$ cat src/sv/assert_macros.svh
// ----------------------------------------------------------------------------
// assert_macros.svh
// concurrent assertion helpers, compiled out with NO_ASSERTIONS
// ----------------------------------------------------------------------------
`ifndef ASSERT_MACROS_SVH
`define ASSERT_MACROS_SVH

`ifndef NO_ASSERTIONS

// property must hold at every clock edge outside reset
`define ASSERT_ALWAYS(label, clk, rstn, prop) \
    label: assert property (@(posedge clk) disable iff (!rstn) (prop)) \
        else $error("assertion failed");

// consequent must hold in the same cycle as the antecedent
`define ASSERT_IMPLY(label, clk, rstn, ante, cons) \
    label: assert property (@(posedge clk) disable iff (!rstn) (ante) |-> (cons)) \
        else $error("assertion failed");

`else

`define ASSERT_ALWAYS(label, clk, rstn, prop)
`define ASSERT_IMPLY(label, clk, rstn, ante, cons)

`endif

`endif

$ cat src/sv/swd_pkg.sv
// ----------------------------------------------------------------------------
// swd_pkg
// types, codes and helper functions of the serial wire debug host engine
// ----------------------------------------------------------------------------
`default_nettype none

package swd_pkg;

    localparam logic [1:0]  OP_TICK  = 2'd0;
    localparam logic [1:0]  OP_XFER  = 2'd1;
    localparam logic [1:0]  OP_LRST  = 2'd2;

    localparam logic [7:0]  RETRY_LIMIT_RESET = 8'd15;
    localparam logic [15:0] LRST_CODE         = 16'hE79E;
    localparam logic [2:0]  ACK_OK            = 3'd1;

    localparam logic [7:0]  HDR_LAST_BIT  = 8'd7;
    localparam logic [7:0]  ACK_LAST_BIT  = 8'd2;
    localparam logic [7:0]  DATA_BITS     = 8'd32;
    localparam logic [7:0]  FAIL_LAST_BIT = 8'd31;
    localparam logic [7:0]  LRST_LAST_BIT = 8'd207;
    localparam logic [7:0]  LRST_CODE_LO  = 8'd64;
    localparam logic [7:0]  LRST_CODE_HI  = 8'd80;
    localparam logic [7:0]  LRST_ONES_HI  = 8'd144;

    typedef enum logic [7:0] {
        PH_IDLE  = 8'b0000_0001,
        PH_HDR   = 8'b0000_0010,
        PH_ACK   = 8'b0000_0100,
        PH_RDATA = 8'b0000_1000,
        PH_RTAIL = 8'b0001_0000,
        PH_WDATA = 8'b0010_0000,
        PH_FAIL  = 8'b0100_0000,
        PH_LRST  = 8'b1000_0000
    } phase_t;

    typedef struct packed {
        logic [1:0]  op;
        logic        access_port;
        logic        is_read;
        logic [1:0]  reg_addr;
        logic [31:0] write_data;
        logic        swdio_in;
    } swd_in_t;

    typedef struct packed {
        logic        swclk_pulse;
        logic        swdio_out;
        logic        swdio_oe;
        logic        busy_res;
        logic        done_res;
        logic        success;
        logic [2:0]  ack_code;
        logic [31:0] read_data;
        logic [7:0]  attempts_used;
    } swd_out_t;

    typedef struct packed {
        logic        access_port;
        logic        is_read;
        logic [1:0]  reg_addr;
        logic [31:0] write_data;
    } swd_req_t;

    // request header, bit 0 goes out first
    function automatic logic [7:0] header_bits(input swd_req_t req);
        logic par;
        par = req.access_port ^ req.is_read ^ req.reg_addr[0] ^ req.reg_addr[1];
        return {1'b1, 1'b0, par, req.reg_addr[1], req.reg_addr[0],
                req.is_read, req.access_port, 1'b1};
    endfunction

    // ones, select code, ones, then idle zeros
    function automatic logic line_reset_bit(input logic [7:0] idx);
        logic b;
        if (idx < LRST_CODE_LO) begin
            b = 1'b1;
        end else if (idx < LRST_CODE_HI) begin
            b = LRST_CODE[idx[3:0]];
        end else if (idx < LRST_ONES_HI) begin
            b = 1'b1;
        end else begin
            b = 1'b0;
        end
        return b;
    endfunction

endpackage

`default_nettype wire

$ cat src/sv/swd_bit_engine.sv
// ----------------------------------------------------------------------------
// swd_bit_engine
// per bit-period sequencer: header, ack, data, retry and line reset
// ----------------------------------------------------------------------------
`default_nettype none

`include "assert_macros.svh"

module swd_bit_engine (
    input  wire logic            aclk,
    input  wire logic            aresetn,
    input  wire logic            step_en,
    input  wire swd_pkg::swd_in_t item,
    input  wire logic [7:0]      retry_limit,
    output swd_pkg::swd_out_t    result
);
    import swd_pkg::*;

    phase_t      phase_reg, phase_next, cur_phase;
    logic [7:0]  bit_index_reg, bit_index_next, cur_bit;
    logic [31:0] shift_reg, shift_next;
    logic        parity_reg, parity_next;
    logic        line_dir_reg, line_dir_next;
    logic [7:0]  attempt_reg, attempt_next, cur_attempt;
    swd_req_t    req_reg, req_next;
    logic [31:0] captured_reg, captured_next;
    logic [2:0]  ack_reg, ack_next;

    logic        need_drive;
    logic [7:0]  hdr;
    logic [7:0]  lim;
    logic [2:0]  ack_base;

    // start of a transfer or line reset folds into the same bit period
    always_comb begin
        cur_phase   = phase_reg;
        cur_bit     = bit_index_reg;
        cur_attempt = attempt_reg;
        req_next    = req_reg;
        if (phase_reg == PH_IDLE) begin
            if (item.op == OP_XFER) begin
                req_next    = '{access_port: item.access_port, is_read: item.is_read,
                                reg_addr: item.reg_addr, write_data: item.write_data};
                cur_attempt = 8'd1;
                cur_phase   = PH_HDR;
                cur_bit     = '0;
            end else if (item.op == OP_LRST) begin
                cur_attempt = '0;
                cur_phase   = PH_LRST;
                cur_bit     = '0;
            end
        end
    end

    assign need_drive = !(cur_phase == PH_ACK || cur_phase == PH_RDATA);
    assign hdr        = header_bits(req_next);
    assign lim        = (retry_limit != '0) ? retry_limit : 8'd1;
    assign ack_base   = (cur_bit == '0) ? 3'd0 : ack_reg;

    always_comb begin
        phase_next     = cur_phase;
        bit_index_next = cur_bit;
        shift_next     = shift_reg;
        parity_next    = parity_reg;
        line_dir_next  = line_dir_reg;
        attempt_next   = cur_attempt;
        captured_next  = captured_reg;
        ack_next       = ack_reg;
        result         = '0;

        if (cur_phase != PH_IDLE) begin
            result.swclk_pulse = 1'b1;
            if (line_dir_reg != need_drive) begin
                // turnaround clock, line released
                line_dir_next = need_drive;
            end else if (need_drive) begin
                result.swdio_oe = 1'b1;
                case (cur_phase)
                    PH_HDR: begin
                        result.swdio_out = hdr[cur_bit[2:0]];
                        bit_index_next   = cur_bit + 8'd1;
                        if (cur_bit == HDR_LAST_BIT) begin
                            phase_next     = PH_ACK;
                            bit_index_next = '0;
                        end
                    end
                    PH_RTAIL: begin
                        phase_next       = PH_IDLE;
                        bit_index_next   = '0;
                        result.done_res  = 1'b1;
                        result.success   = 1'b1;
                    end
                    PH_WDATA: begin
                        if (cur_bit < DATA_BITS) begin
                            result.swdio_out = shift_reg[0];
                            shift_next       = {1'b0, shift_reg[31:1]};
                            parity_next      = parity_reg ^ shift_reg[0];
                            bit_index_next   = cur_bit + 8'd1;
                        end else if (cur_bit == DATA_BITS) begin
                            result.swdio_out = parity_reg;
                            bit_index_next   = cur_bit + 8'd1;
                        end else begin
                            phase_next      = PH_IDLE;
                            bit_index_next  = '0;
                            result.done_res = 1'b1;
                            result.success  = 1'b1;
                        end
                    end
                    PH_FAIL: begin
                        bit_index_next = cur_bit + 8'd1;
                        if (cur_bit == FAIL_LAST_BIT) begin
                            bit_index_next = '0;
                            if (cur_attempt >= lim) begin
                                phase_next      = PH_IDLE;
                                result.done_res = 1'b1;
                            end else begin
                                attempt_next = cur_attempt + 8'd1;
                                phase_next   = PH_HDR;
                            end
                        end
                    end
                    PH_LRST: begin
                        result.swdio_out = line_reset_bit(cur_bit);
                        if (cur_bit >= LRST_LAST_BIT) begin
                            phase_next      = PH_IDLE;
                            bit_index_next  = '0;
                            result.done_res = 1'b1;
                            result.success  = 1'b1;
                        end else begin
                            bit_index_next = cur_bit + 8'd1;
                        end
                    end
                    default: begin
                        phase_next = PH_IDLE;
                    end
                endcase
            end else if (cur_phase == PH_ACK) begin
                ack_next       = ack_base | ({2'b00, item.swdio_in} << cur_bit[1:0]);
                bit_index_next = cur_bit + 8'd1;
                if (cur_bit == ACK_LAST_BIT) begin
                    bit_index_next = '0;
                    shift_next     = '0;
                    parity_next    = 1'b0;
                    if (ack_next == ACK_OK) begin
                        if (req_next.is_read) begin
                            phase_next = PH_RDATA;
                        end else begin
                            shift_next = req_next.write_data;
                            phase_next = PH_WDATA;
                        end
                    end else begin
                        phase_next = PH_FAIL;
                    end
                end
            end else begin
                // read data shifts in from the top, LSB first on the wire
                if (cur_bit < DATA_BITS) begin
                    shift_next     = {item.swdio_in, shift_reg[31:1]};
                    parity_next    = parity_reg ^ item.swdio_in;
                    bit_index_next = cur_bit + 8'd1;
                end else begin
                    captured_next  = shift_reg;
                    bit_index_next = '0;
                    phase_next     = (item.swdio_in == parity_reg) ? PH_RTAIL : PH_FAIL;
                end
            end
        end

        result.busy_res      = (phase_next != PH_IDLE);
        result.ack_code      = ack_next;
        result.read_data     = captured_next;
        result.attempts_used = attempt_next;
    end

    always_ff @(posedge aclk) begin
        if (!aresetn) begin
            phase_reg     <= PH_IDLE;
            bit_index_reg <= '0;
            shift_reg     <= '0;
            parity_reg    <= 1'b0;
            line_dir_reg  <= 1'b0;
            attempt_reg   <= '0;
            captured_reg  <= '0;
            ack_reg       <= '0;
        end else if (step_en) begin
            phase_reg     <= phase_next;
            bit_index_reg <= bit_index_next;
            shift_reg     <= shift_next;
            parity_reg    <= parity_next;
            line_dir_reg  <= line_dir_next;
            attempt_reg   <= attempt_next;
            captured_reg  <= captured_next;
            ack_reg       <= ack_next;
        end
    end

    always_ff @(posedge aclk) begin
        if (step_en) begin
            req_reg <= req_next;
        end
    end

    `ASSERT_IMPLY(a_idle_bit_zero, aclk, aresetn, phase_reg == PH_IDLE, bit_index_reg == '0)
    `ASSERT_IMPLY(a_ack_range, aclk, aresetn, phase_reg == PH_ACK, bit_index_reg <= ACK_LAST_BIT)
    `ASSERT_IMPLY(a_fail_attempt, aclk, aresetn, phase_reg == PH_FAIL, attempt_reg != '0)
    `ASSERT_IMPLY(a_oe_with_clock, aclk, aresetn, result.swdio_oe, result.swclk_pulse)

endmodule

`default_nettype wire

$ cat src/sv/swd_host_transfer_engine_core.sv
// ----------------------------------------------------------------------------
// swd_host_transfer_engine_core
// serial wire debug host: one input beat per line bit period, one result beat
// ----------------------------------------------------------------------------
//  channel | ports                      | beat
//  --------+----------------------------+-----------------------------------
//  input   | s_valid s_ready s_data     | op, request fields, sampled line
//  result  | m_valid m_ready m_data     | clock/line drive, status, data
//  config  | cfg_valid cfg_ready cfg_data | retry limit, always ready
//
//  one beat per cycle while the result channel is ready; a result leaves
//  through the input register, then the result register fed by the bit sequencer
//  a full result register with m_ready low stalls the sequencer, and input
//  is still taken while the input register is empty or draining
//  reset is synchronous; retry limit comes up as 15, engine idle, line released
// ----------------------------------------------------------------------------
`default_nettype none

module swd_host_transfer_engine_core (
    input  wire logic             aclk,
    input  wire logic             aresetn,
    input  wire logic             s_valid,
    output logic                  s_ready,
    input  wire swd_pkg::swd_in_t s_data,
    output logic                  m_valid,
    input  wire logic             m_ready,
    output swd_pkg::swd_out_t     m_data,
    input  wire logic             cfg_valid,
    output logic                  cfg_ready,
    input  wire logic [7:0]       cfg_data
);
    import swd_pkg::*;

    logic       in_valid_reg, in_valid_next;
    swd_in_t    in_data_reg;
    logic       out_valid_reg, out_valid_next;
    swd_out_t   out_data_reg;
    logic [7:0] retry_limit_reg;
    logic       advance;
    swd_out_t   step_result;

    assign advance   = in_valid_reg && (!out_valid_reg || m_ready);
    assign s_ready   = !in_valid_reg || advance;
    assign cfg_ready = 1'b1;
    assign m_valid   = out_valid_reg;
    assign m_data    = out_data_reg;

    always_comb begin
        in_valid_next = in_valid_reg;
        if (s_valid && s_ready) begin
            in_valid_next = 1'b1;
        end else if (advance) begin
            in_valid_next = 1'b0;
        end
        out_valid_next = out_valid_reg;
        if (advance) begin
            out_valid_next = 1'b1;
        end else if (m_ready) begin
            out_valid_next = 1'b0;
        end
    end

    swd_bit_engine u_engine (
        .aclk        (aclk),
        .aresetn     (aresetn),
        .step_en     (advance),
        .item        (in_data_reg),
        .retry_limit (retry_limit_reg),
        .result      (step_result)
    );

    always_ff @(posedge aclk) begin
        if (!aresetn) begin
            in_valid_reg    <= 1'b0;
            out_valid_reg   <= 1'b0;
            retry_limit_reg <= RETRY_LIMIT_RESET;
        end else begin
            in_valid_reg  <= in_valid_next;
            out_valid_reg <= out_valid_next;
            if (cfg_valid && cfg_ready) begin
                retry_limit_reg <= cfg_data;
            end
        end
    end

    always_ff @(posedge aclk) begin
        if (s_valid && s_ready) begin
            in_data_reg <= s_data;
        end
        if (advance) begin
            out_data_reg <= step_result;
        end
    end

endmodule

`default_nettype wire
$ cat config.mk
export PLATFORM = sky130hd
export DESIGN_NAME = swd_host_transfer_engine_core
export DESIGN_NICKNAME = d
export VERILOG_FILES = /design/src/sv/swd_pkg.sv /design/src/sv/swd_bit_engine.sv /design/src/sv/swd_host_transfer_engine_core.sv
export VERILOG_INCLUDE_DIRS = /design/src /design/src/sv
export SDC_FILE = /design/constraint.sdc
export NUM_CORES = 1
export LEC_CHECK = 0
export BUFFER_PORTS_ARGS = -buffer_cell sky130_fd_sc_hd__buf_2
export CORE_AREA = 2 2 131 133
export CTS_CLUSTER_DIAMETER = 100
export DETAILED_ROUTE_END_ITERATION = 8
export DIE_AREA = 0 0 133 135
export GPL_ROUTABILITY_DRIVEN = 0
export PLACE_DENSITY = 0.84
export SLEW_MARGIN = 20
export SYNTH_ARGS = -nofsm -noshare
export SYNTH_HDL_FRONTEND = slang
export SYNTH_SLANG_ARGS = --single-unit
$ cat constraint.sdc
create_clock -name aclk -period 11.9 [get_ports aclk]
set_input_delay 2.38 -clock aclk [delete_from_list [all_inputs] [get_ports aclk]]
set_output_delay 2.38 -clock aclk [all_outputs]
set_load 0.02 [all_outputs]
==> results.md <==
* Syn avg cell area at 10.7 sq um
* Initial DRC count at 943
* Number of flops mapped to enable cells by yosys at 124
* Worst-Skew Late Latency at 0.53 ns
* Die Ht at between 100 and 150 um
* Pwr Density at 147 nW/um^2
* Nets@finish at 1,103
* Max-slew headroom at 0.300
* Hold path depth at 2
* Most common cell after layout, fill and taps aside: edfxtp_1
* Final period utilization at 0.448
* Failing checks: DRC
* Clk root buf: clkbuf_16
* Min-delay src: u_engine.captured_reg[14]
* Die area at 18,000 sq um
* Crit-path max FO at 4
* Final hold violation count at 0
* First-pass GRT wire length at 38,300 um
* Crit end category: output pin
* Final Setup Violations at 0
* Antenna diode count at 0
* Slew @ Worst Pin at 1.05 ns
* Critical R2R Capture: m_data[45]
* Number of cells on the worst reg-to-reg path at 12
* Max frequency at ~0.19 GHz
* Synthesis-stage register bit count at 227
* TritonRoute pass-1 iters at 9
* Max-Cap Viols at 0
* Initial Util at 0.635
* Total track usage at 0.262
* RSZ-0062 raised after global routing: no
* Final core occ at 0.717
* CTS resizes at 0
* Register area share after synthesis at 0.555
* Post-DP HPWL at 15,000 um
* Most frequent cells in the layout: 124 x edfxtp_1, 107 x nand2_1, 103 x dfxtp_1
* Post-CTS Setup Inserts at 0
* Core area at 16,400 sq um
* Setup Skew at 0.0123 ns
* GRT met2 Usage at 0.453
* Routed wire length at 23,800 um
* ANT nets after route at 0
* LEAKAGE at between 4 and 5 nW
* # IOs at 104
* Final Cell Area at 11,800 sq um
* R2r setup slk at roughly 6.9 ns
* Max IR drop VDD at around 150 uV
* Met1 global-route usage at 0.336
* Worst path required time at ~9.5 ns
* Pins Over Slew Limit at 0
* Syn Std Cell Area at 10,400 sq um
* FP Rows at 47
* Num Clock Sinks at approximately 230
* Layout Cells excl Fill at roughly 1,300
* Min-delay worst type: reg2reg
* TritonCTS buffer count at 23
* CTS clk-pin slew, worst paths at 0.06 ns
* Met3 Use GR at 0.0428
* Start of the worst register-to-register path: u_engine.phase_reg[0]
* Synth Instances at just under 1,000
* Crit path time final at 5.33 ns
* Placed instance count at 1,235
* Total number of vias at 7,988
* Vias in the first global route at 7,698
* Asr flop ratio synth at 0
* Top FF cell, synth: edfxtp_1
* Syn. warnings at 0
* CTS Hold Bufs at 0
* Initial antenna violation count at 0
* Syn nets at roughly 1,000
* CTS tree: built
* Outcome: complete, but fails checks
* DRC viols at 1
* Share of layout cells above drive strength 1 at 0.220
* Post-DR wirelength/cell at roughly 19 um
* I/O Buffers at 102
* Post-DP Area at 11,000 sq um
* CTS Buffer Depth at 3
* Area growth syn-to-layout at 12.8%
* Htree depth at 1
* GRT busiest layer: met2
* Crit start category: input port
* Worst setup path category: in2out
* WP data arrival at 2.95 ns
* Largest net degree at the start of global routing at 71
* Remaining Overflow, GRT at 0
* Setup TNS at 0 ns
* Die X at 133 um
* Power Total at 1.73 mW
* Max reg flops at 49
* Synth unique cells at 75
* Post-DR vias/cell at about 6.3
* Worst Hold Path EP: u_engine.captured_reg[14]
-- through the flow --
stage,hold slack (ns),worst slack [ns]
after floorplan,0.434,6.04
after global placement,0.439,6.60
after detailed placement,0.447,6.57
after CTS,0.455,6.56
after global routing,0.474,6.51
final,0.452,6.57
-- where the power goes --
group	switching (mW)	total (mW)	internal (mW)
Sequential	0.0153	0.873	0.858
Clock	0.296	0.709	0.413
Combinational	0.0994	0.152	0.0521
-- cell type report --
| cell class | count | area, sq um |
|---|---|---|
| flip-flops and latches | 227 | 5790 |
| clock inverters | 6 | 70.1 |
| multi-input cells | 645 | 4240 |
| well taps | 220 | 275 |
| repair buffers | 114 | 601 |
| inverters | 29 | 111 |
| fillers | 1144 | 4650 |
| clock buffers | 36 | 674 |
-- Yosys cell counts, drive strengths merged (3+ instances only) --
cell type | count | area [sq um]
edfxtp | 124 | 3720
nand2 | 108 | 408
dfxtp | 103 | 2060
a21oi | 91 | 455
mux2 | 66 | 743
o21ai | 59 | 295
clkbuf | 55 | 206
nor2 | 51 | 191
a22oi | 33 | 248
inv | 28 | 105
nor3 | 21 | 110
nand3 | 18 | 90.1
buf | 16 | 82.6
a211oi | 12 | 90.1
ha | 11 | 138
o31ai | 11 | 96.3
mux2i | 10 | 100
xnor2 | 10 | 87.6
nor4 | 9 | 77.6
xor2 | 9 | 78.8
a21o | 8 | 60.1
nand2b | 8 | 50.1
or3 | 8 | 50.1
a31oi | 7 | 43.8
and2 | 7 | 43.8
a41oi | 6 | 52.6
nand4 | 6 | 37.5
and3 | 5 | 31.3
o41ai | 5 | 51.3
a221oi | 4 | 35.0
and4 | 4 | 35.0
nor4b | 4 | 50.1
o211ai | 4 | 30.0
o21a | 4 | 30.0
or4 | 4 | 37.5
nor2b | 3 | 18.8
o22ai | 3 | 18.8
o311ai | 3 | 26.3
o32ai | 3 | 26.3
or4b | 3 | 30.0
-- how the worst max path moves through the flow --
stage               depth (start not counted)  slack (ns)   endpoint     from
detailed placement                          4        6.57    s_ready  m_ready
floorplan                                   5        6.04  m_data[0]  m_ready
global placement                            4        6.60    s_ready  m_ready
CTS                                         4        6.56    s_ready  m_ready
finish                                      4        6.57    s_ready  m_ready
global route                                4        6.51    s_ready  m_ready
-- cells by family after synthesis --
logic type | after synthesis | synth area share
other | 1 | 0.000360
adders and majority gates | 11 | 0.0132
muxes | 77 | 0.0831
AOI/OAI and AO/OA | 274 | 0.170
buffers and inverters | 100 | 0.0382
and+or+nand+nor | 263 | 0.124
DFF | 227 | 0.555
xor gates and xnor gates | 19 | 0.0160
-- critical path: stages --
cell,delay [ns]
buf_2,0.09
nor2b_1,0.21
nand2_1,0.10
buf_2,0.17
-- routing by layer --
metal	share of wire	up-vias	wire length [um]
li1	-	3753	-
met1	0.41	3826	9790
met2	0.49	358	11700
met3	0.069	51	1640
met4	0.027	0	635
met5	0	-	0
Power figures use the tool's default switching activity.
